**config.mk**
```make
export PLATFORM = sky130hd
export DESIGN_NAME = i2c_eeprom_master
export DESIGN_NICKNAME = d
export VERILOG_FILES = /design/src/rtl/i2cee_pkg.sv /design/src/rtl/i2cee_front.sv /design/src/rtl/i2cee_back.sv /design/src/rtl/i2c_eeprom_master.sv
export SDC_FILE = /design/constraint.sdc
export NUM_CORES = 1
export LEC_CHECK = 0
export BUFFER_PORTS_ARGS = -buffer_cell sky130_fd_sc_hd__buf_2
export CAP_MARGIN = 20
export CORE_UTILIZATION = 45
export CTS_CLUSTER_DIAMETER = 40
export DETAILED_ROUTE_END_ITERATION = 6
export GPL_TIMING_DRIVEN = 0
export PLACE_DENSITY = 0.71
export SETUP_SLACK_MARGIN = 0.2
export SYNTH_ARGS = -nofsm -noshare
export SYNTH_HDL_FRONTEND = slang
export SYNTH_SLANG_ARGS = --single-unit
```
**constraint.sdc**
```tcl
create_clock -name clk_i -period 10.3 [get_ports clk_i]
set_input_delay 1.03 -clock clk_i [delete_from_list [all_inputs] [get_ports clk_i]]
set_output_delay 1.03 -clock clk_i [all_outputs]
set_load 0.01 [all_outputs]
```
**src/rtl/i2cee_pkg.sv**
```systemverilog
// Package for the I2C EEPROM master: item kinds, phases and the front/back queue entry.
// No dependencies.
package i2cee_pkg;

  typedef enum logic [1:0] {
    KIND_BEGIN = 2'd0,
    KIND_DATA  = 2'd1,
    KIND_TICK  = 2'd2,
    KIND_NONE  = 2'd3
  } kind_e;

  typedef enum logic [3:0] {
    PH_IDLE, PH_START, PH_DEVW, PH_ADDRH, PH_ADDRL, PH_WAITDATA, PH_DATA,
    PH_RSTART, PH_DEVR, PH_GET, PH_MACK, PH_NAK, PH_STOP
  } phase_e;

  localparam logic [1:0] ST_OK       = 2'd0;
  localparam logic [1:0] ST_DEV_NACK = 2'd1;
  localparam logic [1:0] ST_DAT_NACK = 2'd2;

  typedef struct packed {
    kind_e       kind;
    logic        is_read;
    logic [15:0] memory_address;
    logic [15:0] byte_count;
    logic [7:0]  write_byte;
    logic        sda_level;
  } item_t;

endpackage

```
**src/rtl/i2cee_front.sv**
```systemverilog
// Front end: accepts stream items, classifies the kind and queues them in a two-entry FIFO.
// Depends on i2cee_pkg.
module i2cee_front (
  input  logic               clk_i,
  input  logic               rst_ni,
  input  logic               valid_i,
  output logic               ready_o,
  input  logic [47:0]        data_i,
  output logic               q_valid_o,
  input  logic               q_ready_i,
  output i2cee_pkg::item_t   q_item_o
);
  import i2cee_pkg::*;

  item_t      mem_q [2];
  logic       wp_q, rp_q;
  logic [1:0] cnt_q;
  item_t      in_item;
  logic       push, pop;

  always_comb begin
    in_item.kind           = kind_e'(data_i[1:0]);
    in_item.is_read        = data_i[2];
    in_item.memory_address = data_i[18:3];
    in_item.byte_count     = data_i[34:19];
    in_item.write_byte     = data_i[42:35];
    in_item.sda_level      = data_i[43];
  end

  assign ready_o   = (cnt_q != 2'd2);
  assign push      = valid_i && ready_o;
  assign q_valid_o = (cnt_q != 2'd0);
  assign pop       = q_valid_o && q_ready_i;
  assign q_item_o  = mem_q[rp_q];

  always_ff @(posedge clk_i) begin
    if (push) mem_q[wp_q] <= in_item;
  end

  always_ff @(posedge clk_i or negedge rst_ni) begin
    if (!rst_ni) begin
      wp_q  <= 1'b0;
      rp_q  <= 1'b0;
      cnt_q <= 2'd0;
    end else begin
      if (push) wp_q <= ~wp_q;
      if (pop)  rp_q <= ~rp_q;
      cnt_q <= cnt_q + {1'b0, push} - {1'b0, pop};
    end
  end
endmodule

```
**src/rtl/i2cee_back.sv**
```systemverilog
// Back end: bus sequencer that executes queued items and registers one result per item.
// Depends on i2cee_pkg.
module i2cee_back (
  input  logic               clk_i,
  input  logic               rst_ni,
  input  logic [7:0]         dev_addr_i,
  input  logic               q_valid_i,
  output logic               q_ready_o,
  input  i2cee_pkg::item_t   q_item_i,
  output logic               m_valid_o,
  input  logic               m_ready_i,
  output logic [15:0]        m_data_o
);
  import i2cee_pkg::*;

  phase_e      phase_q, phase_d;
  logic [2:0]  tc_q, tc_d;
  logic [3:0]  bi_q, bi_d;
  logic [7:0]  sh_q, sh_d;
  logic [15:0] left_q, left_d, addr_q, addr_d;
  logic        rm_q, rm_d, pv_q, pv_d, scl_q, scl_d, sda_q, sda_d;
  logic [7:0]  pb_q, pb_d;
  logic [1:0]  st_q, st_d;
  logic        ov_q;
  logic [15:0] od_q;
  logic        rv, dn;
  logic [7:0]  rb;
  logic        take;
  logic [2:0]  len;
  logic [3:0]  bnext;
  logic [2:0]  p, tcn;
  logic [7:0]  shn;

  assign q_ready_o = !ov_q || m_ready_i;
  assign take      = q_valid_i && q_ready_o;
  assign m_valid_o = ov_q;
  assign m_data_o  = od_q;

  always_comb begin
    phase_d = phase_q; tc_d = tc_q; bi_d = bi_q; sh_d = sh_q;
    left_d = left_q; addr_d = addr_q; rm_d = rm_q; pv_d = pv_q; pb_d = pb_q;
    scl_d = scl_q; sda_d = sda_q; st_d = st_q;
    rv = 1'b0; rb = 8'd0; dn = 1'b0;
    len = 3'd5; bnext = 4'd0; p = 3'd0; tcn = 3'd0; shn = 8'd0;
    unique case (q_item_i.kind)
      KIND_BEGIN: begin
        if (phase_q == PH_IDLE) begin
          rm_d = q_item_i.is_read; addr_d = q_item_i.memory_address;
          left_d = q_item_i.byte_count; st_d = ST_OK; pv_d = 1'b0;
          phase_d = PH_START; tc_d = 3'd0; bi_d = 4'd0; sh_d = 8'd0;
        end
      end
      KIND_DATA: begin
        pb_d = q_item_i.write_byte; pv_d = 1'b1;
      end
      KIND_TICK: begin
        if (!(phase_q == PH_WAITDATA && !pv_q)) begin
          if (phase_q == PH_WAITDATA) begin
            phase_d = PH_DATA; tc_d = 3'd0; bi_d = 4'd0; sh_d = pb_q; pv_d = 1'b0;
          end
          p = tc_d;
          tcn = p + 3'd1;
          unique case (phase_d)
            PH_START, PH_RSTART: begin
              len = (bi_d == 4'd2) ? 3'd3 : 3'd5;
              sda_d = (bi_d == 4'd0);
              scl_d = (bi_d != 4'd2);
              tc_d = tcn;
              if (tcn >= len) begin
                tc_d = 3'd0;
                bnext = bi_d + 4'd1;
                bi_d = bnext;
                if (bnext >= 4'd3) begin
                  bi_d = 4'd0;
                  if (phase_d == PH_START) begin
                    phase_d = PH_DEVW; sh_d = dev_addr_i;
                  end else begin
                    phase_d = PH_DEVR; sh_d = dev_addr_i | 8'h01;
                  end
                end
              end
            end
            PH_DEVW, PH_ADDRH, PH_ADDRL, PH_DATA, PH_DEVR: begin
              if (p == 3'd0) sda_d = (bi_d < 4'd8) ? sh_d[7] : 1'b1;
              scl_d = (p == 3'd1 || p == 3'd2);
              if (bi_d >= 4'd8 && p == 3'd2 && q_item_i.sda_level) begin
                if (phase_d == PH_DEVW) st_d = ST_DEV_NACK;
                else if (phase_d == PH_DATA) st_d = ST_DAT_NACK;
              end
              tc_d = tcn;
              if (tcn >= 3'd5) begin
                tc_d = 3'd0;
                if (bi_d < 4'd8) begin
                  sh_d = {sh_d[6:0], 1'b0}; bi_d = bi_d + 4'd1;
                end else begin
                  bi_d = 4'd0; sh_d = 8'd0;
                  priority case (phase_d)
                    PH_DEVW: begin
                      if (st_d == ST_DEV_NACK) phase_d = PH_STOP;
                      else begin phase_d = PH_ADDRH; sh_d = addr_q[15:8]; end
                    end
                    PH_ADDRH: begin phase_d = PH_ADDRL; sh_d = addr_q[7:0]; end
                    PH_ADDRL: begin
                      if (rm_q) phase_d = PH_RSTART;
                      else if (left_q == 16'd0) phase_d = PH_STOP;
                      else phase_d = PH_WAITDATA;
                    end
                    PH_DATA: begin
                      if (st_d == ST_DAT_NACK) phase_d = PH_STOP;
                      else begin
                        left_d = left_q - 16'd1;
                        phase_d = (left_d == 16'd0) ? PH_STOP : PH_WAITDATA;
                      end
                    end
                    default: phase_d = (left_q != 16'd0) ? PH_GET : PH_NAK;
                  endcase
                end
              end
            end
            PH_GET: begin
              sda_d = 1'b1; scl_d = (p < 3'd2);
              shn = sh_d;
              if (p == 3'd1) shn = {sh_d[6:0], q_item_i.sda_level};
              sh_d = shn;
              tc_d = tcn;
              if (tcn >= 3'd4) begin
                tc_d = 3'd0; bi_d = bi_d + 4'd1;
                if (bi_d >= 4'd8) begin
                  rv = 1'b1; rb = shn;
                  left_d = left_q - 16'd1;
                  phase_d = (left_d != 16'd0) ? PH_MACK : PH_NAK;
                  bi_d = 4'd0; sh_d = 8'd0;
                end
              end
            end
            PH_MACK: begin
              sda_d = 1'b0; scl_d = (p < 3'd4); tc_d = tcn;
              if (tcn >= 3'd6) begin phase_d = PH_GET; tc_d = 3'd0; bi_d = 4'd0; sh_d = 8'd0; end
            end
            PH_NAK: begin
              sda_d = 1'b1; scl_d = (p < 3'd2); tc_d = tcn;
              if (tcn >= 3'd4) begin phase_d = PH_STOP; tc_d = 3'd0; bi_d = 4'd0; sh_d = 8'd0; end
            end
            PH_STOP: begin
              sda_d = (p >= 3'd4); scl_d = (p >= 3'd2); tc_d = tcn;
              if (tcn >= 3'd6) begin
                phase_d = PH_IDLE; tc_d = 3'd0; bi_d = 4'd0; sh_d = 8'd0; dn = 1'b1;
              end
            end
            default: ;
          endcase
        end
      end
      default: ;
    endcase
  end

  always_ff @(posedge clk_i or negedge rst_ni) begin
    if (!rst_ni) begin
      phase_q <= PH_IDLE; tc_q <= '0; bi_q <= '0; sh_q <= '0; left_q <= '0;
      addr_q <= '0; rm_q <= 1'b0; pv_q <= 1'b0; pb_q <= '0;
      scl_q <= 1'b1; sda_q <= 1'b1; st_q <= ST_OK; ov_q <= 1'b0;
    end else begin
      if (take) begin
        phase_q <= phase_d; tc_q <= tc_d; bi_q <= bi_d; sh_q <= sh_d; left_q <= left_d;
        addr_q <= addr_d; rm_q <= rm_d; pv_q <= pv_d; pb_q <= pb_d;
        scl_q <= scl_d; sda_q <= sda_d; st_q <= st_d;
        ov_q <= 1'b1;
      end else if (m_ready_i) begin
        ov_q <= 1'b0;
      end
    end
  end

  always_ff @(posedge clk_i) begin
    if (take) begin
      od_q <= {st_d, dn, (phase_d != PH_IDLE), rv, rb,
               (phase_d == PH_WAITDATA && !pv_d), sda_d, scl_d};
    end
  end
endmodule

```
**src/rtl/i2c_eeprom_master.sv**
```systemverilog
// Top level of the I2C EEPROM master: front queue, bus sequencer and config register.
// Depends on i2cee_pkg, i2cee_front and i2cee_back.
// An accepted item is written into the two-entry queue; its result is registered when
// the item leaves the queue. Throughput: one item per cycle while the output is not
// stalled. Reset clears the sequencer to idle, lines released, device address 0xA0.
module i2c_eeprom_master (
  input  logic        clk_i,
  input  logic        rst_ni,
  input  logic        s_axis_tvalid,
  output logic        s_axis_tready,
  // kind, is_read, memory_address, byte_count, write_byte, sda_level
  input  logic [47:0] s_axis_tdata,
  output logic        m_axis_tvalid,
  input  logic        m_axis_tready,
  // scl_release, sda_release, need_byte, read_byte, read_valid, busy_res, done_res, status
  output logic [15:0] m_axis_tdata,
  input  logic        cfg_valid_i,
  output logic        cfg_ready_o,
  input  logic [7:0]  cfg_data_i
);
  import i2cee_pkg::*;

  logic       qv, qr;
  item_t      qi;
  logic [7:0] dev_q;

  assign cfg_ready_o = 1'b1;

  always_ff @(posedge clk_i or negedge rst_ni) begin
    if (!rst_ni) dev_q <= 8'hA0;
    else if (cfg_valid_i) dev_q <= cfg_data_i;
  end

  i2cee_front u_front (
    .clk_i, .rst_ni,
    .valid_i(s_axis_tvalid), .ready_o(s_axis_tready), .data_i(s_axis_tdata),
    .q_valid_o(qv), .q_ready_i(qr), .q_item_o(qi)
  );

  i2cee_back u_back (
    .clk_i, .rst_ni, .dev_addr_i(dev_q),
    .q_valid_i(qv), .q_ready_o(qr), .q_item_i(qi),
    .m_valid_o(m_axis_tvalid), .m_ready_i(m_axis_tready), .m_data_o(m_axis_tdata)
  );
endmodule

```
==> metrics.md, run 1 <==
| Metric | Value |
|---|---|
| IO Port Bufs | 73 |
| Slew Limit Fails | 0 |
| Clock skew | 11.38 ps |
| Post-Route WL | 24.10 mm |
| Hold buffer count at cts | 0 |
| Bufs and invs on worst path | 7 |
| Ys flop type | edfxtp_1 |
| Top cells by area, synth | edfxtp_1 (33%), dfrtp_1 (20%), mux2i_1 (5.0%) |
| I/O pins | 80 |
| Lkg Pwr | 4.317 nW |
| Diode count | 0 |
| DRT iter0 DRCs | 804 |
| Nets@finish | 1027 |
| Crit path cell chain | nand4bb_1 -> buf_2 -> buf_2 -> buf_1 -> nand2_1 -> inv_1 -> ha_1 -> buf_2 -> nor3_1 -> nor2_1 -> inv_1 -> ha_1 -> o21ai_0 -> a32oi_1 -> o31ai_2 -> buf_2 -> a2111oi_0 -> a2bb2oi_1 -> nand2b_1 -> nor4_1 |
| Mapped cell area | 9409 sq um |
| CP max FO | 10 |
| Hold Crit Class | primary input to async pin |
| Pwr dens | 277.6 nW/um^2 |
| Seq pwr share | 0.371 |
| Final period util | 0.5332 |
| Initial antenna violation count | 0 |
| Worst Path Required | 10480 ps |
| Async SR Flop Fraction | 0.4286 |
| Post-synth top area cell | edfxtp_1 |
| Max Fclk | 182.1 MHz |
| Worst skew pair latency | 440 ps |
| GRT overflow | 0 |
| Chip width | 146.6 um |
| Via count | 7365 |
| Gate power share | 0.405 |
| Top cell type's share of synthesized area | 0.3319 |
| Sw Ratio | 0.4070 |
| CTS clk-pin slew, worst paths | 80 ps |
| P&R area growth vs syn | 15.16% |
| Routability cong. | 0.9658 |
| Worst Reg2Reg Path Length in Cells | 20 |
| Syn. warnings | 0 |
| Total GRT Usage | 0.2313 |
| Crit. End Element | flop |
| Slack of the worst reg-to-reg path | 4810 ps |
| Crit path top cell by count | buf_2 |
| Clock power share | 0.224 |
| Synth Register Bits | 182 |
| Net Sw Power | 1.224 mW |
| Row count | 52 |
| Delay-heaviest family, CP | buffers and inverters |
| Setup violations, final | 0 |
| Gate Count Post-Synth | 852 |
| Pint | 1.784 mW |
| CP max stage delay | 580 ps |
| Hold Violations, Final | 0 |
| Drc violations | 0 |
| Register area share after synthesis | 0.5399 |
| WL per Instance | 19.56 um |
| CTS H-tree depth | 4 |
| Slowest-stage cell, CP | buf_1 |
| Crit path launch | u_back.phase_q[3] |
| Most numerous cell in the Yosys netlist | edfxtp_1 |
| Post-Syn Nets | 930 |
| Core ar. | 20360 sq um |
| Initial core utilization | 0.4620 |
| Worst slew margin | 0.2713 |
| Reg-to-Reg End | u_back.m_data_o[2] |
| Power Total | 3.008 mW |
| DIE AREA | 21490 sq um |
| Status | completed |
| RSZ-0062 raised after global routing | false |
| Setup TNS | 0 ps |
| Die H | 146.6 um |
| Setup repair bufs after CTS | 0 |
| Yosys cell types | 90 |
| Number of synthesized flops with an enable pin | 104 |
| Post-CTS Resized | 0 |
| Worst-margin pin slew | 1086 ps |
| Dpl ws | 5055 ps |
| DP HPWL | 17.33 mm |
| CP Launch Type | flop |
| RR Startpoint | u_back.phase_q[3] |
| Sequential cell area | 5080 sq um |
| First-pass GRT wire length | 38.30 mm |
| TritonCTS Buffers | 17 |
| Commonest cells post-synth | edfxtp_1 (104), nand2_1 (88), dfrtp_1 (74), nor2_1 (74), o21ai_0 (60) |
| PnR worst setup slack | 4808 ps |
| Clock sink total | 182 |
| Fin crit period | 5492 ps |
| Max rail drop VDD | 0.1373 mV |
| Avg Cell Area, Syn | 11.04 sq um |
| WP data arrival | 5670 ps |
| Setup CP Type | flop to flop |
| Max Cap Violations | 0 |
| Vias in the first global route | 7106 |
| Routed Antenna Nets | 0 |
| Longest Clk Path Bufs | 2 |
| Share of layout cells above drive strength 1 | 0.1902 |
| Root buffer cell | clkbuf_16 |
| Multi-input gate area | 4055 sq um |
| CTS tree | done |
| Fill cells | 1752 |
| Largest net degree at the start of global routing | 69 |
| Hold Slack | 433.1 ps |
| 1st-pass router iterations | 5 |
| Vias/cell | 5.978 |
==> flip-flops by register name (all words and copies together) (netlist names), 2 cells and up <==
name	cells
u_back.bi_q	4
u_back.st_q	2
u_back.addr_q	16
u_front.mem_q	88
u_front.cnt_q	2
u_back.phase_q	4
dev_q	8
u_back.pb_q	8
u_back.tc_q	3
u_back.left_q	16
u_back.sh_q	8
u_back.m_data_o	16
==> power groups by stage <==
stage               clock network [mW]  logic (mW)  registers (mW)
floorplan                            0       0.834            1.11
global placement                     0        1.16            1.13
detailed placement                   0        1.19            1.13
CTS                              0.682        1.20            1.11
global route                     0.712        1.33            1.13
finish                           0.675        1.22            1.12
==> layout by cell type (no fill, tap or decap), types with 20 or more instances in the layout <==
master    instances
o21ai_0          60
mux2_2           20
mux2i_1          47
nor2_1           73
buf_2            87
edfxtp_1        104
nand2_1          88
inv_1            24
clkbuf_1         22
dfrtp_1          74
a21oi_1          42
==> metrics by stage <==
step             util  area, sq um  std cells
2_1_floorplan       -         9409        852
3_5_place_dp   0.5010        10200       1199
4_1_cts        0.5318        10830       1231
3_3_place_gp   0.4966        10110       1195
6_report       0.5321        10840       1232
5_1_grt        0.5321        10840       1232
==> cell type report <==
class	count	area share
flip-flops and latches	182	0.4688
repair buffers	78	0.04180
multi-input cells	602	0.3742
plain buffers	43	0.01744
inverters	25	0.008661
well taps	270	0.03118
clock inverters	15	0.01859
clock buffers	17	0.03926
==> worst register-to-register path, stage by stage, from the launching register on <==
cell and delay, ps:
dfrtp_1 500, nand4bb_1 160, buf_2 260, buf_2 320, buf_1 590, nand2_1 260, inv_1 160, ha_1 140
buf_2 190, nor3_1 90, nor2_1 350, inv_1 200, ha_1 310, o21ai_0 100, a32oi_1 190, o31ai_2 130
buf_2 230, a2111oi_0 570, a2bb2oi_1 300, nand2b_1 160, nor4_1 50
==> logic make-up after synthesis <==
kind of cell,count (synthesis),share of synthesized area
flops,182,0.5399
mux,68,0.07553
buf+inv,68,0.03005
simple gates,271,0.1455
xor+xnor,8,0.007447
fa+ha+maj,17,0.02261
other cells,1,0.0003986
compound gates,237,0.1786
==> worst max-delay path by stage <==
stage | slack, ps | depth (start not counted) | end
after floorplan | 6340 | 20 | u_back.m_data_o[2]
after global placement | 5070 | 20 | u_back.m_data_o[2]
after detailed placement | 5050 | 20 | u_back.m_data_o[2]
after CTS | 5040 | 20 | u_back.m_data_o[2]
after global routing | 4560 | 20 | u_back.m_data_o[2]
final | 4810 | 20 | u_back.m_data_o[2]
==> layer usage <==
metal	up-vias	wire length [um]	global-route usage
met2	323	11310	0.3680
li1	3410	-	-
met3	49	1586	0.04188
met5	-	0	0
met1	3583	10570	0.3151
met4	0	630	0.08698
No activity file was read; power rests on OpenSTA's default activity.
==> run 2, diff against run 1 <==
clock period = 5.7 ns   (was 10.3 ns; I/O delays follow)
==> run 2 against run 1 <==
Clock power rose by 81%. First-iteration DRC count rose by 5.3%. Register-to-register slack got worse by 4100 ps. Critical path depth fell by 1. Die area did not move. Sequential cell count did not move. Cell area barely moved. Setup slack got worse by 4100 ps. Sequential share of layout area barely moved. Critical endpoint unchanged. Largest power group unchanged.
==> metrics.md, run 2 (same netlist as run 1, synthesis figures left out) <==
| Metric | Value |
|---|---|
| Status | completed |
| Commonest non-fill, non-tap cell in the layout | edfxtp_1 |
| 1st-pass router iterations | 5 (unchanged) |
| Crit path launch | u_back.phase_q[3] |
| WP data arrival | 5170 ps (-500 ps) |
| Fin crit period | 4990 ps (-502.7 ps) |
| Clock sink total | 182 (unchanged) |
| DIE AREA | 21490 sq um (unchanged) |
| PnR worst setup slack | 710.2 ps (-4097 ps) |
| RR Startpoint | u_back.phase_q[3] |
| Crit path top cell by count | buf_2 |
| Via count | 7300 (-0.88%) |
| Post-Route WL | 23.95 mm (-0.63%) |
| Initial antenna violation count | 0 (unchanged) |
| Largest register FFs | 88 (unchanged) |
| Routed Antenna Nets | 0 (unchanged) |
| Row count | 52 (unchanged) |
| I/O pins | 80 (unchanged) |
| Delay-heaviest family, CP | buffers and inverters |
| Crit. End Element | flop |
| DRT iter0 DRCs | 847 (+5.3%) |
| Worst-margin pin slew | 1100 ps (+14.50 ps) |
| CTS clk-pin slew, worst paths | 80 ps (about the same) |
| Setup TNS | 0 ps (unchanged) |
| Hold Violations, Final | 0 (unchanged) |
| Worst Path Required | 5880 ps (-4600 ps) |
| RSZ-0062 raised after global routing | false |
| WL per Instance | 19.44 um (-0.63%) |
| Hold Crit Class | primary input to flop |
| Longest Clk Path Bufs | 2 (unchanged) |
| Setup CP Type | flop to flop |
| Root buffer cell | clkbuf_16 |
| CP max FO | 19 (+9) |
| Final Core Density | 0.5324 (about the same) |
| IO Port Bufs | 73 (unchanged) |
| Worst skew pair latency | 440 ps (about the same) |
| Total GRT Usage | 0.2313 (unchanged) |
| Most frequent cells in the layout | edfxtp_1 (104), nand2_1 (88), buf_2 (87) |
| CP max stage delay | 580 ps (about the same) |
| Routability cong. | 0.9658 (unchanged) |
| Dpl ws | 454.8 ps (-4600 ps) |
| Pwr dens | 500.7 nW/um^2 (+80%) |
| Core ar. | 20360 sq um (unchanged) |
| Chip width | 146.6 um (unchanged) |
| Hold path start | s_axis_tdata[6] |
| Slew Limit Fails | 0 (unchanged) |
| Bufs and invs on worst path | 6 (-1) |
| Hold Slack | 310.9 ps (-122.1 ps) |
| Drc violations | 0 (unchanged) |
| Max Fclk | 200.4 MHz (+10%) |
| Share of layout cells above drive strength 1 | 0.1902 (unchanged) |
| CP Launch Type | flop |
| DP HPWL | 17.33 mm (unchanged) |
| Nets@finish | 1027 (unchanged) |
| Power Total | 5.428 mW (+80%) |
| Max Cap Violations | 0 (unchanged) |
| Die H | 146.6 um (unchanged) |
| Crit path cell chain | nand4bb_1 -> buf_2 -> buf_2 -> nand2_1 -> inv_1 -> ha_1 -> buf_2 -> nor3_1 -> nor2_1 -> inv_1 -> ha_1 -> o21ai_0 -> a32oi_1 -> o31ai_2 -> buf_2 -> a2111oi_0 -> a2bb2oi_1 -> nand2b_1 -> nor4_1 |
| Setup violations, final | 0 (unchanged) |
| Max rail drop VDD | 0.2478 mV (+81%) |
| Worst slew margin | 0.2604 (-0.01092) |
| Fill cells | 1750 (-0.11%) |
| TritonCTS Buffers | 17 (unchanged) |
| Top reg by flops | u_front.mem_q |
| Final period util | 0.8754 (+0.3421) |
| GRT overflow | 0 (unchanged) |
| First-pass GRT wire length | 38.30 mm (unchanged) |
| Largest net degree at the start of global routing | 69 (unchanged) |
| Initial core utilization | 0.4620 (unchanged) |
| Vias in the first global route | 7108 (+0.028%) |
| P&R area growth vs syn | 15.23% (about the same) |
| Lkg Pwr | 4.320 nW (about the same) |
| CTS H-tree depth | 4 (unchanged) |
| CTS tree | done |
| Clock skew | 11.93 ps (+0.5464 ps) |
| Vias/cell | 5.925 (-0.88%) |
| Slowest-stage cell, CP | a2111oi_0 |
| Diode count | 0 (unchanged) |
run 2: cell count changes in the layout (fill, tap and decap cells not counted):
cell,delta
dlygate4sd3_1,+1
buf_1,-1
run 2: per-layer routing:
metal | vias up | wire length (um) | track usage
met5 | - | 0 | 0
met3 | 44 | 1502 | 0.04188
li1 | 3411 | - | -
met2 | 296 | 11280 | 0.3680
met4 | 0 | 643 | 0.08698
met1 | 3549 | 10520 | 0.3151
run 2: layout make-up:
class | instances | area [sq um] | area share
flip-flops and latches | 182 | 5080 | 0.4686
well taps | 270 | 337.8 | 0.03116
repair buffers | 79 | 462.9 | 0.04270
inverters | 25 | 93.84 | 0.008656
clock buffers | 17 | 425.4 | 0.03924
plain buffers | 42 | 185.2 | 0.01708
multi-input cells | 602 | 4055 | 0.3740
clock inverters | 15 | 201.4 | 0.01858
run 2: final timing paths:
kind                                   endpoint  slack [ps]  depth (start not counted)
max                          u_back.m_data_o[2]         710                         19
min                        u_front.mem_q[0][28]         310                          1
max reg2reg                  u_back.m_data_o[2]         710                         19
min reg2reg                    u_back.addr_q[0]         490                          2
max in group asynchronous        u_back.st_q[1]        4560                          3
min in group asynchronous        u_back.bi_q[0]         520                          2
run 2: power by group:
| part | switching, mW | total, mW | leakage [nW] | internal, mW |
|---|---|---|---|---|
| Sequential | 0.225 | 2.02 | 1.96 | 1.79 |
| Clock | 0.583 | 1.22 | 0.299 | 0.637 |
| Combinational | 1.40 | 2.19 | 2.06 | 0.793 |
| Total | 2.21 | 5.43 | 4.32 | 3.22 |
run 2: what timing repair did:
| action | 4_1_cts | 5_1_grt |
|---|---|---|
| endpoints found under the setup margin | 0 | 3 |
| hold buffers | 1 | 0 |
| buffers inserted | 0 | 0 |
| resized for setup | 0 | 0 |
| hold endpoints to repair | 8 | 0 |
run 2: per-stage QoR:
stage | instance area [sq um] | cells
after floorplan | 9409 | 852
after global placement | 10110 | 1195
after detailed placement | 10200 | 1199
after CTS | 10840 | 1232
after global routing | 10840 | 1232
final | 10840 | 1232
